===== src/rtl/mstb_pkg.sv =====
// Shared types and command codes for the interval timer bank.
package mstb_pkg;

    typedef enum logic [3:0] {
        KIND_TICK       = 4'd0,
        KIND_CREATE_FOR = 4'd1,
        KIND_CREATE_CNT = 4'd2,
        KIND_DELETE     = 4'd3,
        KIND_ENABLE     = 4'd4,
        KIND_DISABLE    = 4'd5,
        KIND_TOGGLE     = 4'd6,
        KIND_RESTART    = 4'd7,
        KIND_CHANGE     = 4'd8,
        KIND_QUERY      = 4'd9,
        KIND_DEL_ALL    = 4'd10
    } kind_t;

    localparam logic [1:0] ST_OK       = 2'd0;
    localparam logic [1:0] ST_NOT_USED = 2'd1;
    localparam logic [1:0] ST_NO_FREE  = 2'd2;
    localparam logic [1:0] ST_ZERO_RUN = 2'd3;

    typedef struct packed {
        logic [3:0]  kind;
        logic [3:0]  timer_id;
        logic [31:0] interval;
        logic [15:0] run_count;
    } cmd_t;

    typedef struct packed {
        logic [1:0]  status;
        logic [3:0]  slot_id;
        logic        enabled;
        logic [31:0] remaining;
        logic [15:0] fired_mask;
        logic [4:0]  active_count;
    } rsp_t;

endpackage


===== src/rtl/multi_slot_interval_timer_bank.sv =====
// Top level of the interval timer bank.
// A tick item passes the read, scan and output states: the engine reads each slot's
// timing entry from a memory with one read port, one slot per cycle, and fires due slots.
// Other commands pass the read, execute and output states. The input register accepts the
// next item while the engine works; the result waits in an output register until taken.
// Freed slots are marked free in flip-flops; their memory entry is rewritten on create.
module multi_slot_interval_timer_bank #(
    parameter int SLOTS     = 16,
    parameter int TIME_BITS = 32,
    parameter int RUN_BITS  = 16
) (
    input  logic           clk,
    input  logic           rst_n,
    input  logic           in_valid,
    output logic           in_ready,
    input  mstb_pkg::cmd_t in_data,
    output logic           out_valid,
    input  logic           out_ready,
    output mstb_pkg::rsp_t out_data
);
    logic           q_valid, q_take;
    mstb_pkg::cmd_t q_data;

    mstb_front u_front (
        .clk(clk), .rst_n(rst_n), .in_valid(in_valid), .in_ready(in_ready),
        .in_data(in_data), .q_valid(q_valid), .q_take(q_take), .q_data(q_data)
    );

    mstb_engine #(.SLOTS(SLOTS), .TIME_BITS(TIME_BITS), .RUN_BITS(RUN_BITS)) u_engine (
        .clk(clk), .rst_n(rst_n), .q_valid(q_valid), .q_take(q_take), .q_data(q_data),
        .out_valid(out_valid), .out_ready(out_ready), .out_data(out_data)
    );
endmodule


===== src/rtl/mstb_ram.sv =====
// Generic RAM with one write port and one registered read port.
module mstb_ram #(
    parameter int WIDTH = 8,
    parameter int DEPTH = 16
) (
    input  logic                     clk,
    input  logic                     we,
    input  logic [$clog2(DEPTH)-1:0] waddr,
    input  logic [WIDTH-1:0]         wdata,
    input  logic [$clog2(DEPTH)-1:0] raddr,
    output logic [WIDTH-1:0]         rdata
);
    logic [WIDTH-1:0] mem [DEPTH];

    // Write port and registered read port.
    always_ff @(posedge clk)
    begin
        if (we)
        begin
            mem[waddr] <= wdata;
        end
        rdata <= mem[raddr];
    end
endmodule


===== src/rtl/mstb_front.sv =====
// Input stage: registers each item into a one-entry queue for the engine.
module mstb_front (
    input  logic         clk,
    input  logic         rst_n,
    input  logic         in_valid,
    output logic         in_ready,
    input  mstb_pkg::cmd_t in_data,
    output logic         q_valid,
    input  logic         q_take,
    output mstb_pkg::cmd_t q_data
);
    logic           full_reg;
    mstb_pkg::cmd_t data_reg;

    assign in_ready = !full_reg;
    assign q_valid  = full_reg;
    assign q_data   = data_reg;

    // Queue slot holds one item until the engine takes it.
    always_ff @(posedge clk or negedge rst_n)
    begin
        if (!rst_n)
        begin
            full_reg <= 1'b0;
        end
        else if (in_valid && in_ready)
        begin
            full_reg <= 1'b1;
        end
        else if (q_take)
        begin
            full_reg <= 1'b0;
        end
    end

    always_ff @(posedge clk)
    begin
        if (in_valid && in_ready)
        begin
            data_reg <= in_data;
        end
    end
endmodule


===== src/rtl/mstb_engine.sv =====
// Command engine: slot state, tick scan over the timing memory, results.
module mstb_engine #(
    parameter int SLOTS     = 16,
    parameter int TIME_BITS = 32,
    parameter int RUN_BITS  = 16
) (
    input  logic           clk,
    input  logic           rst_n,
    input  logic           q_valid,
    output logic           q_take,
    input  mstb_pkg::cmd_t q_data,
    output logic           out_valid,
    input  logic           out_ready,
    output mstb_pkg::rsp_t out_data
);
    localparam int IW = (SLOTS > 1) ? $clog2(SLOTS) : 1;
    localparam int MW = 2 * TIME_BITS + 2 * RUN_BITS;

    typedef enum logic [4:0] {
        S_IDLE = 5'b00001,
        S_RD   = 5'b00010,
        S_EXEC = 5'b00100,
        S_SCAN = 5'b01000,
        S_OUT  = 5'b10000
    } state_t;

    typedef struct packed {
        logic [TIME_BITS-1:0] period;
        logic [TIME_BITS-1:0] last;
        logic [RUN_BITS-1:0]  limit;
        logic [RUN_BITS-1:0]  runs;
    } entry_t;

    state_t               state_reg, state_next;
    logic [SLOTS-1:0]     used_reg, en_reg, fore_reg;
    logic [TIME_BITS-1:0] now_reg;
    logic [4:0]           cnt_reg;
    logic [IW:0]          idx_reg;
    mstb_pkg::cmd_t       cmd_reg;
    mstb_pkg::rsp_t       rsp_reg;
    logic                 we;
    logic [IW-1:0]        waddr, raddr;
    entry_t               wdata, rdata;
    logic [IW-1:0]        free_idx;
    logic                 free_any;
    logic                 id_ok;
    logic [IW-1:0]        id;
    logic [TIME_BITS-1:0] elapsed;
    logic [RUN_BITS-1:0]  runs_inc;
    logic [15:0]          fire_bit;

    // Lowest free slot.
    always_comb
    begin
        free_idx = '0;
        free_any = 1'b0;
        for (int i = SLOTS - 1; i >= 0; i--)
        begin
            if (!used_reg[i])
            begin
                free_idx = IW'(i);
                free_any = 1'b1;
            end
        end
    end

    assign id_ok   = ({1'b0, cmd_reg.timer_id} < 5'(SLOTS)) || (SLOTS >= 16);
    assign id      = IW'(cmd_reg.timer_id);
    assign elapsed = now_reg - rdata.last;
    assign runs_inc = rdata.runs + 1'b1;
    // The read is registered, so the scan address runs one slot ahead.
    assign raddr   = (state_reg == S_SCAN) ? IW'(idx_reg + 1'b1) :
                     ((state_reg == S_RD) && (cmd_reg.kind == mstb_pkg::KIND_TICK)) ?
                     '0 : id;
    assign q_take  = (state_reg == S_IDLE) && q_valid;
    assign out_valid = (state_reg == S_OUT);
    assign out_data  = rsp_reg;

    // Slots above the mask width shift out and are not shown.
    assign fire_bit = 16'd1 << idx_reg;

    mstb_ram #(.WIDTH(MW), .DEPTH(SLOTS)) u_ram (
        .clk(clk), .we(we), .waddr(waddr), .wdata(wdata),
        .raddr(raddr), .rdata(rdata)
    );

    // Memory write selection.
    always_comb
    begin
        we    = 1'b0;
        waddr = id;
        wdata = rdata;
        if (state_reg == S_EXEC)
        begin
            unique case (cmd_reg.kind)
                mstb_pkg::KIND_CREATE_FOR, mstb_pkg::KIND_CREATE_CNT:
                begin
                    we = free_any && !(cmd_reg.kind == mstb_pkg::KIND_CREATE_CNT
                         && RUN_BITS'(cmd_reg.run_count) == '0);
                    waddr = free_idx;
                    wdata.period = TIME_BITS'(cmd_reg.interval);
                    wdata.last   = now_reg;
                    wdata.limit  = (cmd_reg.kind == mstb_pkg::KIND_CREATE_FOR) ?
                                   '0 : RUN_BITS'(cmd_reg.run_count);
                    wdata.runs   = '0;
                end
                mstb_pkg::KIND_ENABLE, mstb_pkg::KIND_CHANGE:
                begin
                    we = id_ok && used_reg[id];
                    wdata.last = now_reg;
                    if (cmd_reg.kind == mstb_pkg::KIND_CHANGE)
                    begin
                        wdata.period = TIME_BITS'(cmd_reg.interval);
                    end
                end
                mstb_pkg::KIND_TOGGLE:
                begin
                    we = id_ok && used_reg[id] && !en_reg[id];
                    wdata.last = now_reg;
                end
                mstb_pkg::KIND_RESTART:
                begin
                    we = id_ok && used_reg[id];
                    wdata.last = now_reg;
                    wdata.runs = '0;
                end
                default:
                begin
                    we = 1'b0;
                end
            endcase
        end
        else if (state_reg == S_SCAN)
        begin
            waddr = idx_reg[IW-1:0];
            wdata.last = now_reg;
            wdata.runs = runs_inc;
            we = used_reg[idx_reg[IW-1:0]] && en_reg[idx_reg[IW-1:0]]
                 && (elapsed >= rdata.period);
        end
    end

    // Sequencer.
    always_comb
    begin
        state_next = state_reg;
        unique case (state_reg)
            S_IDLE: if (q_valid) state_next = S_RD;
            S_RD:   state_next = (cmd_reg.kind == mstb_pkg::KIND_TICK) ? S_SCAN : S_EXEC;
            S_EXEC: state_next = S_OUT;
            S_SCAN: if (idx_reg == (IW+1)'(SLOTS - 1)) state_next = S_OUT;
            S_OUT:  if (out_ready) state_next = S_IDLE;
            default: state_next = S_IDLE;
        endcase
    end

    always_ff @(posedge clk or negedge rst_n)
    begin
        if (!rst_n)
        begin
            state_reg <= S_IDLE;
            used_reg  <= '0;
            en_reg    <= '0;
            fore_reg  <= '0;
            now_reg   <= '0;
            cnt_reg   <= '0;
            idx_reg   <= '0;
        end
        else
        begin
            state_reg <= state_next;
            unique case (state_reg)
                S_IDLE:
                begin
                    idx_reg <= '0;
                end
                S_RD:
                begin
                    if (cmd_reg.kind == mstb_pkg::KIND_TICK)
                    begin
                        now_reg <= now_reg + 1'b1;
                    end
                end
                S_EXEC:
                begin
                    unique case (cmd_reg.kind)
                        mstb_pkg::KIND_CREATE_FOR, mstb_pkg::KIND_CREATE_CNT:
                        begin
                            if (we)
                            begin
                                used_reg[free_idx] <= 1'b1;
                                en_reg[free_idx]   <= 1'b1;
                                fore_reg[free_idx] <=
                                    (cmd_reg.kind == mstb_pkg::KIND_CREATE_FOR);
                                cnt_reg <= cnt_reg + 1'b1;
                            end
                        end
                        mstb_pkg::KIND_DELETE:
                        begin
                            if (id_ok && used_reg[id])
                            begin
                                used_reg[id] <= 1'b0;
                                en_reg[id]   <= 1'b0;
                                fore_reg[id] <= 1'b0;
                                cnt_reg <= cnt_reg - 1'b1;
                            end
                        end
                        mstb_pkg::KIND_ENABLE, mstb_pkg::KIND_RESTART:
                        begin
                            if (id_ok && used_reg[id]) en_reg[id] <= 1'b1;
                        end
                        mstb_pkg::KIND_DISABLE:
                        begin
                            if (id_ok && used_reg[id]) en_reg[id] <= 1'b0;
                        end
                        mstb_pkg::KIND_TOGGLE:
                        begin
                            if (id_ok && used_reg[id]) en_reg[id] <= !en_reg[id];
                        end
                        mstb_pkg::KIND_DEL_ALL:
                        begin
                            used_reg <= '0;
                            en_reg   <= '0;
                            fore_reg <= '0;
                            cnt_reg  <= '0;
                        end
                        default:
                        begin
                        end
                    endcase
                end
                S_SCAN:
                begin
                    idx_reg <= idx_reg + 1'b1;
                    if (we && !fore_reg[idx_reg[IW-1:0]] && (runs_inc >= rdata.limit))
                    begin
                        used_reg[idx_reg[IW-1:0]] <= 1'b0;
                        en_reg[idx_reg[IW-1:0]]   <= 1'b0;
                        cnt_reg <= cnt_reg - 1'b1;
                    end
                end
                S_OUT:
                begin
                end
                default:
                begin
                end
            endcase
        end
    end

    // Item capture and result build.
    always_ff @(posedge clk)
    begin
        if (q_take)
        begin
            cmd_reg <= q_data;
        end
        if (state_reg == S_RD)
        begin
            rsp_reg <= '0;
        end
        else if (state_reg == S_SCAN)
        begin
            if (we) rsp_reg.fired_mask <= rsp_reg.fired_mask | fire_bit;
            rsp_reg.active_count <= cnt_reg;
            if (we && !fore_reg[idx_reg[IW-1:0]] && (runs_inc >= rdata.limit))
            begin
                rsp_reg.active_count <= cnt_reg - 1'b1;
            end
        end
        else if (state_reg == S_EXEC)
        begin
            rsp_reg.active_count <= cnt_reg;
            unique case (cmd_reg.kind)
                mstb_pkg::KIND_TICK:
                begin
                end
                mstb_pkg::KIND_CREATE_FOR, mstb_pkg::KIND_CREATE_CNT:
                begin
                    if (cmd_reg.kind == mstb_pkg::KIND_CREATE_CNT
                        && RUN_BITS'(cmd_reg.run_count) == '0)
                    begin
                        rsp_reg.status <= mstb_pkg::ST_ZERO_RUN;
                    end
                    else if (!free_any)
                    begin
                        rsp_reg.status <= mstb_pkg::ST_NO_FREE;
                    end
                    else
                    begin
                        rsp_reg.slot_id      <= 4'(free_idx);
                        rsp_reg.enabled      <= 1'b1;
                        rsp_reg.active_count <= cnt_reg + 1'b1;
                    end
                end
                mstb_pkg::KIND_DELETE, mstb_pkg::KIND_ENABLE, mstb_pkg::KIND_DISABLE,
                mstb_pkg::KIND_TOGGLE, mstb_pkg::KIND_RESTART, mstb_pkg::KIND_CHANGE,
                mstb_pkg::KIND_QUERY:
                begin
                    if (!(id_ok && used_reg[id]))
                    begin
                        rsp_reg.status <= mstb_pkg::ST_NOT_USED;
                    end
                    else
                    begin
                        unique case (cmd_reg.kind)
                            mstb_pkg::KIND_DELETE:
                            begin
                                rsp_reg.enabled <= 1'b0;
                                rsp_reg.active_count <= cnt_reg - 1'b1;
                            end
                            mstb_pkg::KIND_ENABLE, mstb_pkg::KIND_RESTART:
                                rsp_reg.enabled <= 1'b1;
                            mstb_pkg::KIND_DISABLE:
                                rsp_reg.enabled <= 1'b0;
                            mstb_pkg::KIND_TOGGLE:
                                rsp_reg.enabled <= !en_reg[id];
                            mstb_pkg::KIND_CHANGE:
                                rsp_reg.enabled <= en_reg[id];
                            default:
                            begin
                                rsp_reg.enabled <= en_reg[id];
                                if (en_reg[id] && elapsed < rdata.period)
                                begin
                                    rsp_reg.remaining <= 32'(rdata.period - elapsed);
                                end
                            end
                        endcase
                    end
                end
                mstb_pkg::KIND_DEL_ALL:
                    rsp_reg.active_count <= '0;
                default:
                begin
                end
            endcase
        end
    end
endmodule


===== config.mk =====
export PLATFORM = sky130hd
export DESIGN_NAME = multi_slot_interval_timer_bank
export DESIGN_NICKNAME = d
export VERILOG_FILES = /design/src/rtl/mstb_pkg.sv /design/src/rtl/multi_slot_interval_timer_bank.sv /design/src/rtl/mstb_ram.sv /design/src/rtl/mstb_front.sv /design/src/rtl/mstb_engine.sv
export SDC_FILE = /design/constraint.sdc
export NUM_CORES = 2
export LEC_CHECK = 0
export ABC_AREA = 0
export BUFFER_PORTS_ARGS = -buffer_cell sky130_fd_sc_hd__clkbuf_2
export CAP_MARGIN = 20
export CORE_MARGIN = 5
export CORE_UTILIZATION = 60
export CTS_CLUSTER_DIAMETER = 50
export DETAILED_ROUTE_END_ITERATION = 8
export PLACE_DENSITY = 0.77
export SYNTH_ARGS = -nofsm -noshare
export SYNTH_HDL_FRONTEND = slang
export SYNTH_SLANG_ARGS = --single-unit

===== constraint.sdc =====
create_clock -name clk -period 11.3 [get_ports clk]
set_input_delay 1.13 -clock clk [delete_from_list [all_inputs] [get_ports clk]]
set_output_delay 1.13 -clock clk [all_outputs]
set_load 0.02 [all_outputs]

==> impl_results.md <==
- Reg2reg path depth: 23
- Yosys reg bits: 1,900
- Cts hold-fix bufs: 0
- Most frequent cells in the layout: 1,648 x edfxtp_1, 398 x mux4_2, 397 x nand2_1
- Dpl hpwl: 122 mm
- Via count: 44,800
- RD Place Congestion: 0.943
- Reg clk slew, reported paths: 60 ps
- Largest net degree at the start of global routing: 145
- Die ar.: 137,000 um^2
- Initial core utilization: 0.602
- Critical path data required time: 11,730 ps
- TNS Setup: 0 ps
- Hold Path Depth: 0
- Largest register FFs: 1,536
- First-pass GRT wire length: 300 mm
- Synthesized area: 77,800 um^2
- Min-delay src: u_front.q_data[55]$_DFFE_PP_
- Area growth from synthesis to layout: 11.8%
- Netlist cell types: 85
- DR pass1 iterations: 6
- Actual slew at the worst max-slew pin: 1190 ps
- Die Ht: 370 um
- Final Hold Viols: 0
- R2r setup slk: 3320 ps
- Commonest non-fill, non-tap cell in the layout: edfxtp_1
- CTS tree: built
- Worst Skew: 55.7 ps
- Reg2reg end: u_engine.u_ram.mem[12][34]$_DFFE_PP_
- Crit path DAT: 8410 ps
- Ports: 122
- Min Tclk post-route: 7980 ps
- Input/output buffers: 121
- Slew HR: 0.201
- Via-per-instance ratio: 6.64
- DR DRC count: 0
- Worst setup SP type: flip-flop
- Detailed Route Iter0 Violations: 5,739
- Setup Crit Path Kind: flip-flop to flip-flop
- Worst path max stage delay: 920 ps
- Critical Path Sink Type: flip-flop
- Routed Antenna Nets: 0
- Max-slew violation count: 0
- GR Util All Layers: 0.300
- Tcrit/Tclk final: 0.706
- Max-Cap Viols: 0
- Layout cells sized above 1: 0.206
- Setup Viol. Count Final: 0
- H-Tree Depth: 4
- Syn_nets: 4,790
- Peak supply drop: 0.000210 V
- Rows: 132
- CTS buffer count: 189
- Worst path cell trace: inv_1 -> ha_1 -> fa_1 -> nor2b_1 -> o21a_1 -> o211ai_1 -> a41oi_1 -> a221oi_1 -> o22ai_1 -> a41oi_1 -> o2111a_1 -> a311oi_1 -> ha_1 -> nand4_1 -> nor3_1 -> a22oi_1 -> nand3_1 -> a211o_1 -> a21o_1 -> nand2_1 -> nand3_1 -> nor2_4 -> buf_4
- Clock latency at the later pin of the worst-skew pair: 820 ps
- Hold Slack: 413 ps
- YS warnings: 0
- WHS Endpoint: u_engine.cmd_reg[55]$_DFFE_PP_
- Clock Sinks: 1,900
- Fin nets: 4,983
- Synth Flop Type: edfxtp_1
- Post-CTS Setup Bufs: 0
- DIE WIDTH: 370 um
- Core ar.: 129,000 um^2
- Top reg by flops: u_engine.u_ram.mem
- Vias in the first global route: 44,300
- F_max: 0.125 GHz
- Drt wl/cell: 30.3 um
- RSZ-0062 raised after global routing: no
- Filler Cells Inserted: 8,288
- Syn avg cell area: 16.8 um^2
- Status: finished, final reports clean
- Hold Crit Class: flip-flop to flip-flop
- Syn Inst Count: 4,637
- Overflow after GRT: 0
- Wirelength, routed: 204 mm
- Power density cells: 256 nW/um^2
- FFs w/ async S/R, synth: 0.0505
- Pleak: 29.2 nW
- CTS root buf: clkbuf_16
- Post-CTS sizing: 0
- Initial antenna violation count: 12
- Critical path fanouts, max: 47
- Post-synth EDFFs: 1,648
- CTS Buffer Depth: 3
- Slowest cell on crit path: nor2_4
- RR Startpoint: u_engine.now_reg[0]$_DFFE_PN0P_
- Sequential cell area fraction in the yosys report: 0.707
[layout make-up]
type | count | area [um^2] | area share
clock buffer | 256 | 5320 | 0.0612
inverter | 115 | 432 | 0.00496
tap | 1742 | 2180 | 0.0250
multi-input combinational | 2373 | 21400 | 0.246
clock inverter | 99 | 957 | 0.0110
timing repair buffer | 251 | 1710 | 0.0197
sequential | 1900 | 55000 | 0.632
antenna | 5 | 12.5 | 0.000144
[Yosys cell counts, types with 21 or more instances]
cell      instances  area share
nor2_1          165      0.0080
buf_6            23      0.0033
and2_1          106      0.0085
a21o_1           48      0.0046
edfxtp_1       1648        0.64
mux2_2           36      0.0052
ha_1             91       0.015
nand3_1          79      0.0051
o21ai_0         185       0.012
a21oi_1         124      0.0080
inv_1           115      0.0055
dfxtp_1         156       0.040
a31oi_1         133       0.011
xor2_1           38      0.0043
nor3_1           37      0.0024
xnor2_1          66      0.0074
o211ai_1         24      0.0023
clkbuf_1        151      0.0073
dfrtp_1          95       0.031
and3_1           22      0.0018
buf_1            21      0.0010
buf_2            45      0.0029
nand2_1         399       0.019
mux4_2          398        0.12
o221ai_1         28      0.0032
nand4_1          26      0.0021
a211oi_1        110       0.011
[layer usage]
| layer | global-route usage | vias to the layer above | share of wire |
|---|---|---|---|
| met5 | 0 | - | 0.00018 |
| li1 | - | 18800 | - |
| met3 | 0.0631 | 465 | 0.094 |
| met4 | 0.143 | 6 | 0.052 |
| met2 | 0.478 | 2617 | 0.49 |
| met1 | 0.403 | 22900 | 0.37 |
[worst max-delay path: cells and delay by family, from the launching register on]
| family | cells | cell delay (ps) |
|---|---|---|
| fa+ha+maj | 3 | 1010 |
| flops | 1 | 430 |
| buf+inv | 2 | 850 |
| simple gates | 7 | 2140 |
| compound gates | 11 | 3130 |
[where the power goes]
group / leakage, nW / switching (W) / internal, W / total, W
Sequential: 17.5 / 0.000478 / 0.00891 / 0.00939
Combinational: 8.68 / 0.00428 / 0.00231 / 0.00660
Clock: 3.08 / 0.00270 / 0.00360 / 0.00630
[cells by family (layout without fill, tap and decap cells)]
group           after synthesis  in the layout  synth area share
mux                         447            447             0.122
buf+inv                     364            721            0.0209
compound gates              792            792            0.0666
other cells                   0              5                 0
xor+xnor                    104            104            0.0117
simple gates                936            936            0.0562
flops                      1900           1900             0.707
fa+ha+maj                    94             94            0.0153
[worst max-delay path by stage]
stage / slack [ps] / to / depth (start not counted) / startpoint
final: 3320 / u_engine.u_ram.mem[12][34]$_DFFE_PP_ / 23 / u_engine.now_reg[0]$_DFFE_PN0P_
after CTS: 3360 / u_engine.u_ram.mem[12][70]$_DFFE_PP_ / 23 / u_engine.now_reg[0]$_DFFE_PN0P_
after detailed placement: 3440 / u_engine.u_ram.mem[12][38]$_DFFE_PP_ / 23 / u_engine.now_reg[0]$_DFFE_PN0P_
after global placement: 3590 / u_engine.u_ram.mem[12][35]$_DFFE_PP_ / 22 / u_engine.now_reg[0]$_DFFE_PN0P_
after global routing: 2890 / u_engine.u_ram.mem[12][35]$_DFFE_PP_ / 22 / u_engine.now_reg[0]$_DFFE_PN0P_
after floorplan: 2010 / u_engine.u_ram.mem[6][0]$_DFFE_PP_ / 20 / u_engine.now_reg[11]$_DFFE_PN0P_
[per-stage QoR]
| step | instances | setup WS, ps | util | instance area (um^2) | power (W) |
|---|---|---|---|---|---|
| 2_1_floorplan | 4637 | 2010 | - | 77800 | 0.0135 |
| 3_3_place_gp | 6359 | 3590 | 0.623 | 80500 | 0.0158 |
| 3_5_place_dp | 6366 | 3440 | 0.624 | 80600 | 0.0159 |
| 4_1_cts | 6721 | 3360 | 0.673 | 86900 | 0.0223 |
| 5_1_grt | 6736 | 2890 | 0.674 | 87000 | 0.0231 |
| 6_report | 6741 | 3320 | 0.674 | 87000 | 0.0223 |
Note: power is estimated with default switching activity, not from simulation.
